==> config.mk <==
export PLATFORM = sky130hd
export DESIGN_NAME = segment_squared_loss_accumulator_flat
export DESIGN_NICKNAME = d
export VERILOG_FILES = /design/src/design/ssla_pkg.sv /design/src/design/ssla_in_if.sv /design/src/design/ssla_out_if.sv /design/src/design/ssla_front.sv /design/src/design/ssla_queue.sv /design/src/design/ssla_back.sv /design/src/design/segment_squared_loss_accumulator.sv /design/src/flat_wrapper.sv
export VERILOG_INCLUDE_DIRS = /design/src /design/src/design
export SDC_FILE = /design/constraint.sdc
export NUM_CORES = 2
export LEC_CHECK = 0
export ABC_AREA = 1
export BUFFER_PORTS_ARGS = -buffer_cell sky130_fd_sc_hd__buf_2
export CAP_MARGIN = 20
export CORE_AREA = 3 3 414 579
export DETAILED_ROUTE_END_ITERATION = 10
export DIE_AREA = 0 0 417 582
export HOLD_SLACK_MARGIN = 0.02
export PLACE_DENSITY = 0.72
export SYNTH_ARGS = -nofsm -noshare
export SYNTH_HDL_FRONTEND = slang
export SYNTH_HIERARCHICAL = 1
export SYNTH_SLANG_ARGS = --single-unit
==> constraint.sdc <==
create_clock -name i_clk -period 12.4 [get_ports i_clk]
set_clock_uncertainty 0.2 [all_clocks]
set_input_delay 1.24 -clock i_clk [delete_from_list [all_inputs] [get_ports i_clk]]
set_output_delay 1.24 -clock i_clk [all_outputs]
set_load 0.05 [all_outputs]
==> src/design/segment_squared_loss_accumulator_defines.svh <==
// Assertion macros for the segment squared-loss accumulator.
// Included by the top level; no other dependencies.
`ifndef SEGMENT_SQUARED_LOSS_ACCUMULATOR_DEFINES_SVH
`define SEGMENT_SQUARED_LOSS_ACCUMULATOR_DEFINES_SVH
`ifndef SYNTHESIS
`define SSLA_ASSERT_IMPLY(label, clk, rst_n, ante, cons) \
    label: assert property (@(posedge clk) disable iff (!rst_n) (ante) |-> (cons)) \
        else $error("ssla assertion failed");
`define SSLA_ASSERT_NEXT(label, clk, rst_n, ante, cons) \
    label: assert property (@(posedge clk) disable iff (!rst_n) (ante) |=> (cons)) \
        else $error("ssla assertion failed");
`else
`define SSLA_ASSERT_IMPLY(label, clk, rst_n, ante, cons)
`define SSLA_ASSERT_NEXT(label, clk, rst_n, ante, cons)
`endif
`endif

==> src/design/ssla_pkg.sv <==
// Shared types and constants of the segment squared-loss accumulator.
// No dependencies.
`default_nettype none
package ssla_pkg;
    localparam int COUNT_W     = 16;
    localparam int SUM_W       = 32;
    localparam int SQ_W        = 48;
    localparam int VALUE_W     = 16;
    localparam int IDX_W       = 4;
    localparam int OP_W        = 2;
    localparam int OBJ_W       = 49;
    localparam int SAMPLES_W   = 5;
    localparam int PENALTY_W   = 31;
    localparam int BASE_W      = 47;
    localparam int CFG_IDX_W   = 2;
    localparam int CFG_DATA_W  = 47;
    localparam int QUEUE_DEPTH = 2;

    localparam logic [COUNT_W-1:0] COUNT_MAX = '1;
    localparam logic [OBJ_W-1:0]   OBJ_MAX   = '1;

    // input op codes
    localparam logic [OP_W-1:0] OP_ACC  = 2'd0;
    localparam logic [OP_W-1:0] OP_CLR  = 2'd1;
    localparam logic [OP_W-1:0] OP_EVAL = 2'd2;

    // configuration register indexes
    localparam logic [CFG_IDX_W-1:0] CFG_SAMPLES = 2'd0;
    localparam logic [CFG_IDX_W-1:0] CFG_POOLED  = 2'd1;
    localparam logic [CFG_IDX_W-1:0] CFG_PENALTY = 2'd2;
    localparam logic [CFG_IDX_W-1:0] CFG_BASE    = 2'd3;

    typedef enum logic [1:0] {CMD_ACC, CMD_CLR, CMD_EVAL} t_cmd_kind;

    typedef struct packed {
        t_cmd_kind                  kind;
        logic [IDX_W-1:0]           idx;
        logic signed [VALUE_W-1:0]  value;
    } t_cmd;

    typedef struct packed {
        logic full;
        logic empty;
    } t_q_stat;

    typedef struct packed {
        logic [COUNT_W-1:0]       count;
        logic signed [SUM_W-1:0]  sum;
        logic [SQ_W-1:0]          sumsq;
    } t_slot;
endpackage
`default_nettype wire

==> src/design/ssla_in_if.sv <==
// Input channel of the accumulator: valid, ready and one input word.
// Depends on ssla_pkg.
`default_nettype none
interface ssla_in_if;
    logic                                  valid;
    logic                                  ready;
    logic [ssla_pkg::OP_W-1:0]             op;
    logic [ssla_pkg::IDX_W-1:0]            sample_index;
    logic signed [ssla_pkg::VALUE_W-1:0]   value;
    logic                                  is_missing;

    modport source(output valid, output op, output sample_index, output value,
                   output is_missing, input ready);
    modport sink(input valid, input op, input sample_index, input value,
                 input is_missing, output ready);
endinterface
`default_nettype wire

==> src/design/ssla_out_if.sv <==
// Result channel of the accumulator: valid, ready and the objective.
// Depends on ssla_pkg.
`default_nettype none
interface ssla_out_if;
    logic                           valid;
    logic                           ready;
    logic [ssla_pkg::OBJ_W-1:0]     objective;

    modport source(output valid, output objective, input ready);
    modport sink(input valid, input objective, output ready);
endinterface
`default_nettype wire

==> src/design/ssla_front.sv <==
// Front end: accepts input words, drops those with no effect, forms commands.
// Depends on ssla_pkg and ssla_in_if.
`default_nettype none
module ssla_front #(
    parameter int MAX_SAMPLES = 16,
    localparam int UW = $clog2(MAX_SAMPLES + 1)
) (
    ssla_in_if.sink             i_in,
    input  logic [UW-1:0]       i_slots,
    input  ssla_pkg::t_q_stat   i_q_stat,
    output logic                o_push,
    output ssla_pkg::t_cmd      o_cmd
);
    logic keep;

    // take a word whenever the queue has room
    assign i_in.ready = !i_q_stat.full;

    // classify the word; drop missing values, out-of-range slots and unused codes
    always_comb begin
        o_cmd.idx   = i_in.sample_index;
        o_cmd.value = i_in.value;
        o_cmd.kind  = ssla_pkg::CMD_EVAL;
        keep        = 1'b0;
        unique case (i_in.op)
            ssla_pkg::OP_ACC: begin
                o_cmd.kind = ssla_pkg::CMD_ACC;
                keep = !i_in.is_missing && (32'(i_in.sample_index) < 32'(i_slots));
            end
            ssla_pkg::OP_CLR: begin
                o_cmd.kind = ssla_pkg::CMD_CLR;
                keep = 1'b1;
            end
            ssla_pkg::OP_EVAL: begin
                o_cmd.kind = ssla_pkg::CMD_EVAL;
                keep = 1'b1;
            end
            default: keep = 1'b0;
        endcase
    end

    assign o_push = i_in.valid && i_in.ready && keep;
endmodule
`default_nettype wire

==> src/design/ssla_queue.sv <==
// Short command queue between the front end and the back end.
// Depends on ssla_pkg.
`default_nettype none
module ssla_queue (
    input  logic                i_clk,
    input  logic                i_rst_n,
    input  logic                i_push,
    input  ssla_pkg::t_cmd      i_cmd,
    input  logic                i_pop,
    output ssla_pkg::t_cmd      o_cmd,
    output ssla_pkg::t_q_stat   o_stat
);
    localparam int PW = (ssla_pkg::QUEUE_DEPTH > 1) ? $clog2(ssla_pkg::QUEUE_DEPTH) : 1;
    localparam int CW = $clog2(ssla_pkg::QUEUE_DEPTH + 1);

    ssla_pkg::t_cmd r_mem [ssla_pkg::QUEUE_DEPTH];
    logic [PW-1:0]  r_wr;
    logic [PW-1:0]  r_rd;
    logic [CW-1:0]  r_cnt;

    assign o_stat.full  = (r_cnt == CW'(ssla_pkg::QUEUE_DEPTH));
    assign o_stat.empty = (r_cnt == '0);
    assign o_cmd        = r_mem[r_rd];

    // advance pointers and fill count
    always_ff @(posedge i_clk) begin
        if (!i_rst_n) begin
            r_wr  <= '0;
            r_rd  <= '0;
            r_cnt <= '0;
        end else begin
            if (i_push) begin
                r_wr <= (r_wr == PW'(ssla_pkg::QUEUE_DEPTH - 1)) ? '0 : r_wr + 1'b1;
            end
            if (i_pop) begin
                r_rd <= (r_rd == PW'(ssla_pkg::QUEUE_DEPTH - 1)) ? '0 : r_rd + 1'b1;
            end
            if (i_push && !i_pop) begin
                r_cnt <= r_cnt + 1'b1;
            end else if (!i_push && i_pop) begin
                r_cnt <= r_cnt - 1'b1;
            end
        end
    end

    // store the pushed command
    always_ff @(posedge i_clk) begin
        if (i_push) begin
            r_mem[r_wr] <= i_cmd;
        end
    end
endmodule
`default_nettype wire

==> src/design/ssla_back.sv <==
// Back end: slot memory, accumulate and clear, and the evaluation sequencer
// with a shift-add squarer and a restoring divider. Depends on ssla_pkg, ssla_out_if.
`default_nettype none
module ssla_back #(
    parameter int MAX_SAMPLES = 16,
    localparam int UW = $clog2(MAX_SAMPLES + 1)
) (
    input  logic                             i_clk,
    input  logic                             i_rst_n,
    input  ssla_pkg::t_cmd                   i_cmd,
    input  ssla_pkg::t_q_stat                i_q_stat,
    output logic                             o_pop,
    input  logic [UW-1:0]                    i_slots,
    input  logic                             i_pooled,
    input  logic [ssla_pkg::PENALTY_W-1:0]   i_penalty,
    input  logic [ssla_pkg::BASE_W-1:0]      i_base,
    ssla_out_if.source                       o_out
);
    localparam int CW  = $clog2(MAX_SAMPLES);
    localparam int AW  = (CW > 0) ? CW : 1;
    localparam int NW  = ssla_pkg::COUNT_W + CW;
    localparam int MW  = ssla_pkg::SUM_W + CW;
    localparam int TSW = ssla_pkg::SUM_W + CW + 1;
    localparam int SQW = 2 * MW;
    localparam int LW  = ssla_pkg::SQ_W + CW;
    localparam int TW  = LW + 1;
    localparam int STW = $clog2(SQW + 1);
    localparam int VW  = ssla_pkg::VALUE_W;

    typedef enum logic [2:0] {
        S_IDLE, S_ACC, S_EV_RD, S_EV_DAT, S_SQ, S_DIV, S_ADD, S_FIN
    } t_state;

    t_state                         r_state;
    ssla_pkg::t_slot                r_mem [MAX_SAMPLES];
    logic [MAX_SAMPLES-1:0]         r_valid;
    ssla_pkg::t_slot                r_rd;
    logic                           r_rd_vld;
    logic [AW-1:0]                  r_addr;
    logic signed [VW-1:0]           r_value;
    logic [UW-1:0]                  r_cnt;
    logic [NW-1:0]                  r_tn;
    logic signed [TSW-1:0]          r_ts;
    logic [LW-1:0]                  r_tsq;
    logic [LW-1:0]                  r_loss;
    logic [LW-1:0]                  r_sub;
    logic [MW-1:0]                  r_s;
    logic [MW-1:0]                  r_mplr;
    logic [NW-1:0]                  r_n;
    logic [NW-1:0]                  r_rem;
    logic [SQW-1:0]                 r_dvd;
    logic [STW-1:0]                 r_step;
    logic                           r_out_valid;
    logic [ssla_pkg::OBJ_W-1:0]     r_obj;

    logic                           rd_en;
    logic [AW-1:0]                  rd_addr;
    logic                           wr_en;
    ssla_pkg::t_slot                wr_data;
    ssla_pkg::t_slot                slot_q;
    logic [VW:0]                    vmag_w;
    logic [VW-1:0]                  vmag;
    logic [2*VW-1:0]                vsq;
    logic [MW-1:0]                  slot_mag;
    logic [TSW-1:0]                 ts_neg;
    logic [MW-1:0]                  tot_mag;
    logic [SQW-1:0]                 sq_next;
    logic [NW:0]                    rem_sh;
    logic                           q_bit;
    logic [NW:0]                    rem_new;
    logic [LW-1:0]                  contrib;
    logic [TW-1:0]                  total;

    assign o_pop           = (r_state == S_IDLE) && !i_q_stat.empty;
    assign o_out.valid     = r_out_valid;
    assign o_out.objective = r_obj;

    // memory port control
    always_comb begin
        rd_en   = ((r_state == S_IDLE) && !i_q_stat.empty && (i_cmd.kind == ssla_pkg::CMD_ACC))
                  || ((r_state == S_EV_RD) && (r_cnt != i_slots));
        rd_addr = (r_state == S_IDLE) ? AW'(i_cmd.idx) : AW'(r_cnt);
    end

    // slot read data; a slot not written since clear reads as zero
    assign slot_q = r_rd_vld ? r_rd : '0;

    // accumulate one value into the slot read last cycle
    always_comb begin
        vmag_w = r_value[VW-1] ? ((VW+1)'(0) - (VW+1)'(r_value)) : (VW+1)'(r_value);
        vmag   = vmag_w[VW-1:0];
        vsq    = vmag * vmag;
        wr_en  = (r_state == S_ACC) && (slot_q.count != ssla_pkg::COUNT_MAX);
        wr_data.count = slot_q.count + ssla_pkg::COUNT_W'(1);
        wr_data.sum   = slot_q.sum + ssla_pkg::SUM_W'(r_value);
        wr_data.sumsq = slot_q.sumsq + ssla_pkg::SQ_W'(vsq);
    end

    // magnitudes of slot and pooled sums
    always_comb begin
        slot_mag = slot_q.sum[ssla_pkg::SUM_W-1] ? (MW'(0) - MW'(slot_q.sum)) : MW'(slot_q.sum);
        ts_neg   = TSW'(0) - TSW'(r_ts);
        tot_mag  = r_ts[TSW-1] ? ts_neg[MW-1:0] : r_ts[MW-1:0];
    end

    // squarer step, divider step, loss term and final sum
    always_comb begin
        sq_next = {r_dvd[SQW-2:0], 1'b0} + (r_mplr[MW-1] ? SQW'(r_s) : SQW'(0));
        rem_sh  = {r_rem, r_dvd[SQW-1]};
        q_bit   = (rem_sh >= {1'b0, r_n});
        rem_new = q_bit ? (rem_sh - {1'b0, r_n}) : rem_sh;
        contrib = r_sub - r_dvd[LW-1:0];
        total   = TW'(i_base) + TW'(i_penalty) + TW'(r_loss);
    end

    // slot memory
    always_ff @(posedge i_clk) begin
        if (wr_en) begin
            r_mem[r_addr] <= wr_data;
        end
        if (rd_en) begin
            r_rd <= r_mem[rd_addr];
        end
    end

    // sequencer, valid bits and result register
    always_ff @(posedge i_clk) begin
        if (!i_rst_n) begin
            r_state     <= S_IDLE;
            r_valid     <= '0;
            r_out_valid <= 1'b0;
        end else begin
            // drop the taken result unless a new one replaces it this cycle
            if (r_out_valid && o_out.ready && (r_state != S_FIN)) begin
                r_out_valid <= 1'b0;
            end
            if (rd_en) begin
                r_rd_vld <= r_valid[rd_addr];
            end
            unique case (r_state)
                S_IDLE: begin
                    if (!i_q_stat.empty) begin
                        unique case (i_cmd.kind)
                            ssla_pkg::CMD_ACC: begin
                                r_addr  <= AW'(i_cmd.idx);
                                r_value <= i_cmd.value;
                                r_state <= S_ACC;
                            end
                            ssla_pkg::CMD_CLR: begin
                                r_valid <= '0;
                            end
                            ssla_pkg::CMD_EVAL: begin
                                r_cnt   <= '0;
                                r_tn    <= '0;
                                r_ts    <= '0;
                                r_tsq   <= '0;
                                r_loss  <= '0;
                                r_state <= S_EV_RD;
                            end
                            default: r_state <= S_IDLE;
                        endcase
                    end
                end
                S_ACC: begin
                    if (wr_en) begin
                        r_valid[r_addr] <= 1'b1;
                    end
                    r_state <= S_IDLE;
                end
                S_EV_RD: begin
                    if (r_cnt == i_slots) begin
                        if (i_pooled && (r_tn != '0)) begin
                            r_s     <= tot_mag;
                            r_mplr  <= tot_mag;
                            r_n     <= r_tn;
                            r_sub   <= r_tsq;
                            r_dvd   <= '0;
                            r_step  <= '0;
                            r_state <= S_SQ;
                        end else begin
                            r_state <= S_FIN;
                        end
                    end else begin
                        r_cnt   <= r_cnt + 1'b1;
                        r_state <= S_EV_DAT;
                    end
                end
                S_EV_DAT: begin
                    if (i_pooled) begin
                        r_tn    <= r_tn + NW'(slot_q.count);
                        r_ts    <= r_ts + TSW'(slot_q.sum);
                        r_tsq   <= r_tsq + LW'(slot_q.sumsq);
                        r_state <= S_EV_RD;
                    end else if (slot_q.count != '0) begin
                        r_s     <= slot_mag;
                        r_mplr  <= slot_mag;
                        r_n     <= NW'(slot_q.count);
                        r_sub   <= LW'(slot_q.sumsq);
                        r_dvd   <= '0;
                        r_step  <= '0;
                        r_state <= S_SQ;
                    end else begin
                        r_state <= S_EV_RD;
                    end
                end
                S_SQ: begin
                    // one multiplier bit per cycle, MSB first
                    r_dvd  <= sq_next;
                    r_mplr <= {r_mplr[MW-2:0], 1'b0};
                    if (r_step == STW'(MW - 1)) begin
                        r_step  <= '0;
                        r_rem   <= '0;
                        r_state <= S_DIV;
                    end else begin
                        r_step <= r_step + 1'b1;
                    end
                end
                S_DIV: begin
                    // one quotient bit per cycle; quotient replaces the dividend
                    r_rem <= rem_new[NW-1:0];
                    r_dvd <= {r_dvd[SQW-2:0], q_bit};
                    if (r_step == STW'(SQW - 1)) begin
                        r_state <= S_ADD;
                    end else begin
                        r_step <= r_step + 1'b1;
                    end
                end
                S_ADD: begin
                    r_loss  <= r_loss + contrib;
                    r_state <= i_pooled ? S_FIN : S_EV_RD;
                end
                S_FIN: begin
                    // hold until the result register is free
                    if (!r_out_valid || o_out.ready) begin
                        r_obj       <= (total > TW'(ssla_pkg::OBJ_MAX)) ? ssla_pkg::OBJ_MAX
                                                                        : total[ssla_pkg::OBJ_W-1:0];
                        r_out_valid <= 1'b1;
                        r_state     <= S_IDLE;
                    end
                end
                default: r_state <= S_IDLE;
            endcase
        end
    end
endmodule
`default_nettype wire

==> src/design/segment_squared_loss_accumulator.sv <==
// Accumulate: slot read, then write in S_ACC; clear: done in S_IDLE; a word can enter
// every cycle while the 2-entry queue has room. Evaluate: S_EV_RD and S_EV_DAT per slot;
// per squared term MW shift-add square steps and 2*MW restoring divide steps
// (MW = 32 + ceil(log2(MAX_SAMPLES))). Result sits in an output register.
// Reset (synchronous, active low) empties the queue, clears all slots via their valid
// bits at once, resets sequencer, result valid and config registers; no clearing pass.
`default_nettype none
`include "segment_squared_loss_accumulator_defines.svh"
module segment_squared_loss_accumulator #(
    parameter int MAX_SAMPLES = 16
) (
    input  logic                               i_clk,
    input  logic                               i_rst_n,
    ssla_in_if.sink                            i_in_ch,
    ssla_out_if.source                         o_out_ch,
    input  logic                               i_cfg_we,
    input  logic [ssla_pkg::CFG_IDX_W-1:0]     i_cfg_idx,
    input  logic [ssla_pkg::CFG_DATA_W-1:0]    i_cfg_data
);
    localparam int UW = $clog2(MAX_SAMPLES + 1);

    logic [ssla_pkg::SAMPLES_W-1:0]  r_samples;
    logic                            r_pooled;
    logic [ssla_pkg::PENALTY_W-1:0]  r_penalty;
    logic [ssla_pkg::BASE_W-1:0]     r_base;
    logic [UW-1:0]                   slots;
    logic                            push;
    logic                            pop;
    ssla_pkg::t_cmd                  front_cmd;
    ssla_pkg::t_cmd                  head_cmd;
    ssla_pkg::t_q_stat               q_stat;

    // configuration registers
    always_ff @(posedge i_clk) begin
        if (!i_rst_n) begin
            r_samples <= ssla_pkg::SAMPLES_W'(16);
            r_pooled  <= 1'b0;
            r_penalty <= '0;
            r_base    <= '0;
        end else if (i_cfg_we) begin
            unique case (i_cfg_idx)
                ssla_pkg::CFG_SAMPLES: r_samples <= i_cfg_data[ssla_pkg::SAMPLES_W-1:0];
                ssla_pkg::CFG_POOLED:  r_pooled  <= i_cfg_data[0];
                ssla_pkg::CFG_PENALTY: r_penalty <= i_cfg_data[ssla_pkg::PENALTY_W-1:0];
                ssla_pkg::CFG_BASE:    r_base    <= i_cfg_data[ssla_pkg::BASE_W-1:0];
                default: r_pooled <= r_pooled;
            endcase
        end
    end

    // clamp slot count to the memory depth
    always_comb begin
        if (32'(r_samples) > MAX_SAMPLES) begin
            slots = UW'(MAX_SAMPLES);
        end else begin
            slots = UW'(r_samples);
        end
    end

    ssla_front #(.MAX_SAMPLES(MAX_SAMPLES)) u_front (
        .i_in     (i_in_ch),
        .i_slots  (slots),
        .i_q_stat (q_stat),
        .o_push   (push),
        .o_cmd    (front_cmd)
    );

    ssla_queue u_queue (
        .i_clk   (i_clk),
        .i_rst_n (i_rst_n),
        .i_push  (push),
        .i_cmd   (front_cmd),
        .i_pop   (pop),
        .o_cmd   (head_cmd),
        .o_stat  (q_stat)
    );

    ssla_back #(.MAX_SAMPLES(MAX_SAMPLES)) u_back (
        .i_clk     (i_clk),
        .i_rst_n   (i_rst_n),
        .i_cmd     (head_cmd),
        .i_q_stat  (q_stat),
        .o_pop     (pop),
        .i_slots   (slots),
        .i_pooled  (r_pooled),
        .i_penalty (r_penalty),
        .i_base    (r_base),
        .o_out     (o_out_ch)
    );

    `SSLA_ASSERT_IMPLY(a_push_room, i_clk, i_rst_n, push, !q_stat.full)
    `SSLA_ASSERT_IMPLY(a_pop_data, i_clk, i_rst_n, pop, !q_stat.empty)
    `SSLA_ASSERT_NEXT(a_push_lands, i_clk, i_rst_n, push && !pop, !q_stat.empty)
endmodule
`default_nettype wire

==> src/flat_wrapper.sv <==
// flat-port wrapper written by rule: the top's interface ports become plain ports
module segment_squared_loss_accumulator_flat 
#(
    parameter int MAX_SAMPLES = 16
)
  (i_clk, i_rst_n, i_cfg_we, i_cfg_idx, i_cfg_data, i_in_ch_valid, i_in_ch_op, i_in_ch_sample_index, i_in_ch_value, i_in_ch_is_missing, i_in_ch_ready, o_out_ch_valid, o_out_ch_objective, o_out_ch_ready);
  ssla_in_if i_in_ch_i ();
  ssla_out_if o_out_ch_i ();
  input  logic i_clk;
  input  logic i_rst_n;
  input  logic i_cfg_we;
  input  logic [ssla_pkg::CFG_IDX_W-1:0] i_cfg_idx;
  input  logic [ssla_pkg::CFG_DATA_W-1:0] i_cfg_data;
  input wire logic [$bits(i_in_ch_i.valid)-1:0] i_in_ch_valid;
  input wire logic [$bits(i_in_ch_i.op)-1:0] i_in_ch_op;
  input wire logic [$bits(i_in_ch_i.sample_index)-1:0] i_in_ch_sample_index;
  input wire logic [$bits(i_in_ch_i.value)-1:0] i_in_ch_value;
  input wire logic [$bits(i_in_ch_i.is_missing)-1:0] i_in_ch_is_missing;
  output wire logic [$bits(i_in_ch_i.ready)-1:0] i_in_ch_ready;
  output wire logic [$bits(o_out_ch_i.valid)-1:0] o_out_ch_valid;
  output wire logic [$bits(o_out_ch_i.objective)-1:0] o_out_ch_objective;
  input wire logic [$bits(o_out_ch_i.ready)-1:0] o_out_ch_ready;
  assign i_in_ch_i.valid = i_in_ch_valid;
  assign i_in_ch_i.op = i_in_ch_op;
  assign i_in_ch_i.sample_index = i_in_ch_sample_index;
  assign i_in_ch_i.value = i_in_ch_value;
  assign i_in_ch_i.is_missing = i_in_ch_is_missing;
  assign i_in_ch_ready = i_in_ch_i.ready;
  assign o_out_ch_valid = o_out_ch_i.valid;
  assign o_out_ch_objective = o_out_ch_i.objective;
  assign o_out_ch_i.ready = o_out_ch_ready;
  segment_squared_loss_accumulator #(.MAX_SAMPLES(MAX_SAMPLES)) u_core (.i_clk(i_clk), .i_rst_n(i_rst_n), .i_in_ch(i_in_ch_i), .o_out_ch(o_out_ch_i), .i_cfg_we(i_cfg_we), .i_cfg_idx(i_cfg_idx), .i_cfg_data(i_cfg_data));
endmodule
# Word-level counts from Yosys, hierarchy flattened
# Memories as Yosys holds them, arrays and structs flattened. A register that Yosys moved wholly into a read port is not among the register bits.
# Cells that the tools add are included.
# Widths: inputs -> output; s select.
[word_totals] ram_bits=1580 wordCells=239 out_inout_bits=51 mem_count=2 ff_bits=587 in_bits=77
[op_classes] magnitude_cmp=7 n_mux=89 reduce_logical=55 n_eq_ne=36 mul=1 bitwise=2 n_addsub=21
[mem_list] memory="u_core.u_back.r_mem" depth=16 word_bits=96 read_ports=1 rd_clocked_by_memory_dff=1 write_ports=1 line="ssla_back.sv:35" source="ssla_pkg::t_slot r_mem [MAX_SAMPLES];"
[mem_list] memory="u_core.u_queue.r_mem" depth=2 word_bits=22 read_ports=1 rd_clocked_by_memory_dff=1 write_ports=1 line="ssla_queue.sv:16" source="ssla_pkg::t_cmd r_mem [ssla_pkg::QUEUE_DEPTH];"
[ops] cell="$mux 52" n=7
[ops] cell="$pmux 52 s2" n=3
[ops] cell="$mux 72" n=4
[ops] cell="$pmux 72 s4" n=1
[ops] cell="$mux 36" n=7
[ops] cell="$mux 20" n=9
[ops] cell="$pmux 20 s2" n=3
[ops] cell="$mux 37" n=3
[ops] cell="$pmux 36 s3" n=1
[ops] cell="$mux 96" n=1
[ops] cell="$pmux 37 s2" n=1
[ops] cell="$add 72x36->72" n=1
[ops] cell="$pmux 36 s2" n=1
[ops] cell="$mux 16" n=4
[ops] cell="$add 48x52->53" n=1
[ops] cell="$gt 53x49->1 const B" n=1
[ops] cell="$add 52x48->52" n=1
[ops] cell="$add 52x52->52" n=1
[ops] cell="$sub 52x52->52" n=1
[ops] cell="$add 47x31->48" n=1
[ops] cell="$add 48x32->48" n=1
[ops] cell="$mux 7" n=6
[ops] cell="$add 37x32->37" n=1
[ops] cell="$sub 1x36->36 const A" n=1
[ops] cell="other kinds (63)" n=150

# Longest topological paths before layout
[depth] ltp_word=10 ltp_mapped=35 depth_no_buf=34

# By module
# Netlist, hierarchy kept.
[modules_own_cells] module="ssla_back" area_per_inst_um2=118548.7 cells_each=12403 n_inst=1 seq_area_each_um2=63791.2
[modules_own_cells] module="segment_squared_loss_accumulator" area_per_inst_um2=3453.3 cells_each=545 n_inst=1 seq_area_each_um2=1681.6
[modules_own_cells] module="ssla_queue" area_per_inst_um2=1819.2 cells_each=103 n_inst=1 seq_area_each_um2=1421.4
[modules_own_cells] module="ssla_front" area_per_inst_um2=346.6 cells_each=54 n_inst=1 seq_area_each_um2=0.0

# Worst setup path after synthesis
# OpenSTA, ideal clock, no wires.
[synth_path] path_type="flip-flop to flip-flop" from="reg u_core.u_back.r_rd_vld" to="reg u_core.u_back.r_n[0], enable pin" stages_incl_launch_ff=12 path_slack_ns=1.925 arrival_time_ns=9.528 n_path_buf=4 path_cell_list="edfxtp_1 -> buf_6 -> buf_6 -> buf_4 -> buf_2 -> nand2_1 -> ha_1 -> nand2_1 -> nor3_1 -> nand3_1 -> o21ai_0 -> a221oi_1"
[synth_via] elab_chain_cells=4
[synth_lines] element="from (decl)" line="ssla_back.sv:38" source="logic r_rd_vld;"
[synth_lines] element="from (signal assigned)" line="ssla_back.sv:138" source="r_rd_vld <= r_valid[rd_addr];"
[synth_lines] element="$mux 96" line="ssla_back.sv:86" source="assign slot_q = r_rd_vld ? r_rd : '0;"
[synth_lines] element="$reduce_bool 16->1" line="ssla_back.sv:194" source="end else if (slot_q.count != '0) begin"
[synth_lines] element="$ne 2x2->1 (no source line)"
[synth_lines] element="$reduce_and 6->1 (no source line)"
[synth_lines] element="to (signal assigned)" line="ssla_back.sv:175" source="r_n <= r_tn;"
[synth_lines] element="to (signal assigned)" line="ssla_back.sv:197" source="r_n <= NW'(slot_q.count);"
[synth_lines] element="to (decl)" line="ssla_back.sv:49" source="logic [NW-1:0] r_n;"
# No other way between the ends.
# A chain may end at the register's enable or synchronous reset.

==> flow_metrics.py <==
metrics = {
    "clocking": {
        "clock-root-buffer": "clkbuf_16",
        "clock_path_buffers": 4,
        "numCtsBuffers": 219,
        "clock_latency_ns": 0.90,
        "ctsResizeCount": 0,
        "numClockSinks": 2264,
        "ctsHoldBuffers": 0,
        "htreeDepth": 4,
        "cts_setup_buffers": 0,
        "path_clk_slew_ns": 0.07,
        "tritoncts": "yes",
    },
    "detailed_routing": {
        "wl_per_cell_um": 24.48,
        "dr.pass1.iters": 6,
        "viasPerCell": 5.871,
        "drcViolationCount": 0,
        "drtIter0Drc": 10220,
        "vias": 96280,
        "postRouteWirelength_um": 401500,
        "ant_nets": 0,
    },
    "yosys": {
        "yosysMostFrequentCell": "nand2_1",
        "netlist_top_cells_count": "nand2_1 (2,399), edfxtp_1 (2,155), nor2_1 (1,890)",
        "synth_area_sq_um": 124200,
        "ys_warn_count": 6,
        "synth-seq-area-share_pct": 53.87,
        "yosys.area.top_type": "edfxtp_1",
        "synth_flop_cell": "edfxtp_1",
        "yosys_register_bits": 2264,
        "yosys.area.top_type_share_pct": 52.12,
        "netlist_instances": 13110,
        "synth_edf_count": 2155,
        "synth_area_leaders": "edfxtp_1 (52%), nand2_1 (7.3%), nor2_1 (5.7%)",
        "avgSynthCellArea_sq_um": 9.475,
        "ys_types": 62,
        "async_flop_share_pct": 0,
    },
    "floorplan": {
        "core_sq_um": 234600,
        "die_x_um": 417,
        "die_y_um": 582,
        "ios": 128,
        "rows": 210,
        "die-area_sq_um": 242700,
        "start_util_pct": 52.92,
    },
    "worst_setup_path": {
        "cp_max_fo": 16,
        "critPathMaxStageDelay_ns": 0.85,
        "cp-start-kind": "register",
        "critPathTopFamily": "adder cells",
        "rr_worst_depth": 30,
        "crit_path_end_kind": "register",
        "worstSetupPathType": "reg2reg",
        "critPathSlowestCell": "xor2_1",
        "worst_path_most_repeated_cell": "inv_1",
        "cp_num_buf_inv": 9,
        "crit_arrival_ns": 9.92,
        "cp.required_ns": 12.71,
        "path_depth": 30,
    },
    "final_layout": {
        "seq_area_sq_um": 66890,
        "drive_gt1_share_pct": 5.591,
        "stdcell_count": 16400,
        "multi_input_area_sq_um": 49030,
        "utilization_pct": 57.75,
        "fillers": 20190,
        "finalNetCount": 13920,
        "design_area_sq_um": 135500,
        "area_growth_pct": 9.131,
    },
    "placed_design": {
        "gp_congestion": 1.055,
        "dpl_cell_area_sq_um": 128100,
        "portBuffers": 127,
        "dp.cells": 15970,
        "hpwlAfterDp_um": 278700,
    },
    "sta": {
        "worst_pin_slew_ns": 1.221,
        "fmax_mhz": 104.1,
        "slew_viol_final": 0,
        "finalHoldViolations": 0,
        "setup_violations": 0,
        "max_slew_margin_pct": 18.35,
        "post-route-period-util_pct": 77.51,
        "rsz0062_at_grt": "no",
        "min_period_ns": 9.611,
        "fin_tns_setup_ns": 0,
    },
    "global_routing": {
        "first_global_vias": 94060,
        "track_usage_pct": 32.57,
        "antenna_found_initial": 27,
        "grt_max_degree": 208,
        "overflow": 0,
        "grt_pass1_wl_um": 591400,
    },
    "min_path": {
        "hold_path.class": "reg2reg",
        "hold-path-cell-count": 2,
    },
    "outcome": {
        "status": "complete, no violations",
    },
    "run": {
        "drv_cap": 0,
    },
}
kinds of logic after synthesis:
family	Yosys count	share of synthesized area, %
AOI/OAI and AO/OA	2545	11.99
xor gates and xnor gates	185	1.305
adders and majority gates	706	8.831
buffers and inverters	2196	6.944
DFF	2264	53.87
muxes	22	0.1995
other	2	0.006048
and+or+nand+nor	5185	16.85
path summary, 6_finish.rpt:
path / start / slack (ns) / to
setup reg to reg: u_core/u_back/r_value[0] / 2.79 / u_core/u_back/r_mem[14][39]
setup / recovery: u_core/u_back/r_value[0] / 2.79 / u_core/u_back/r_mem[14][39]
hold reg to reg: u_core/u_back/r_valid[11] / 0.25 / u_core/u_back/r_valid[11]
hold / removal: u_core/u_back/r_valid[11] / 0.25 / u_core/u_back/r_valid[11]
per-layer routing:
layer  track usage [%]  vias to the layer above  wire [um]
met2             55.19                     4359     194900
met1             38.05                    46220     143100
li1                  -                    44580          -
met3             5.414                     1118      31930
met4             21.94                        8      31510
met5                 0                        -         53
sequential cells by signal (all words and copies together), names as in the netlist, 36 cells and up, named ones only:
signal                         cells
u_core/u_back/r_tsq               52
u_core/u_back/o_out.objective     49
u_core/u_back/r_dvd               72
u_core/u_back/r_mplr              36
u_core/u_back/r_s                 36
u_core/u_back/r_loss              52
u_core/u_back/r_mem             1536
u_core/u_queue/r_mem              44
u_core/r_base                     47
u_core/u_back/r_ts                37
u_core/u_back/r_rd                96
u_core/u_back/r_sub               52
worst min-delay path, stage by stage (launching register included):
cell,delay (ns)
dfxtp_1,0.31
inv_1,0.04
a21oi_1,0.05
cell usage in the layout, fill, tap and decap left out, types with 12 or more instances in the layout:
| cell | instances |
|---|---|
| inv_6 | 12 |
| clkinv_2 | 40 |
| bufinv_16 | 27 |
| o221ai_1 | 223 |
| diode_2 | 17 |
| clkbuf_1 | 33 |
| buf_4 | 146 |
| a21oi_1 | 528 |
| nand4_1 | 102 |
| o211ai_1 | 196 |
| clkbuf_16 | 221 |
| nor2_4 | 21 |
| a31oi_1 | 36 |
| dfxtp_1 | 109 |
| xnor2_1 | 65 |
| nand3_1 | 577 |
| nor2_1 | 1869 |
| nor4_1 | 22 |
| xor2_1 | 110 |
| inv_2 | 12 |
| ha_1 | 422 |
| nor3_1 | 105 |
| nand3b_1 | 22 |
| o22ai_1 | 84 |
| a21boi_0 | 16 |
| o21bai_1 | 133 |
| clkinv_1 | 40 |
| o21ai_0 | 1170 |
| inv_1 | 1685 |
| mux2_2 | 22 |
| buf_12 | 15 |
| buf_2 | 126 |
| edfxtp_1 | 2155 |
| a21o_1 | 46 |
| o21a_1 | 27 |
| nand2_1 | 2398 |
| fa_1 | 284 |
| o21ai_1 | 50 |
stage by stage:
stage | setup slack, ns | hold slack [ns]
floorplan | 1.925 | 0.2268
global placement | 2.952 | 0.2358
detailed placement | 2.890 | 0.2381
CTS | 2.840 | 0.2479
global route | 2.176 | 0.2732
finish | 2.789 | 0.2462
layout make-up:
| type | count | share of cell area [%] |
|---|---|---|
| multi-input cells | 8654 | 36.19 |
| diodes | 17 | 0.03139 |
| repair buffers | 288 | 1.516 |
| flip-flops and latches | 2264 | 49.37 |
| inverters | 1708 | 4.753 |
| clock buffers | 257 | 4.203 |
| well taps | 3074 | 2.838 |
| clock inverters | 136 | 1.106 |
Power is not shown: default switching activity piles up to over one toggle a cycle in this logic, so the estimate is an artifact.
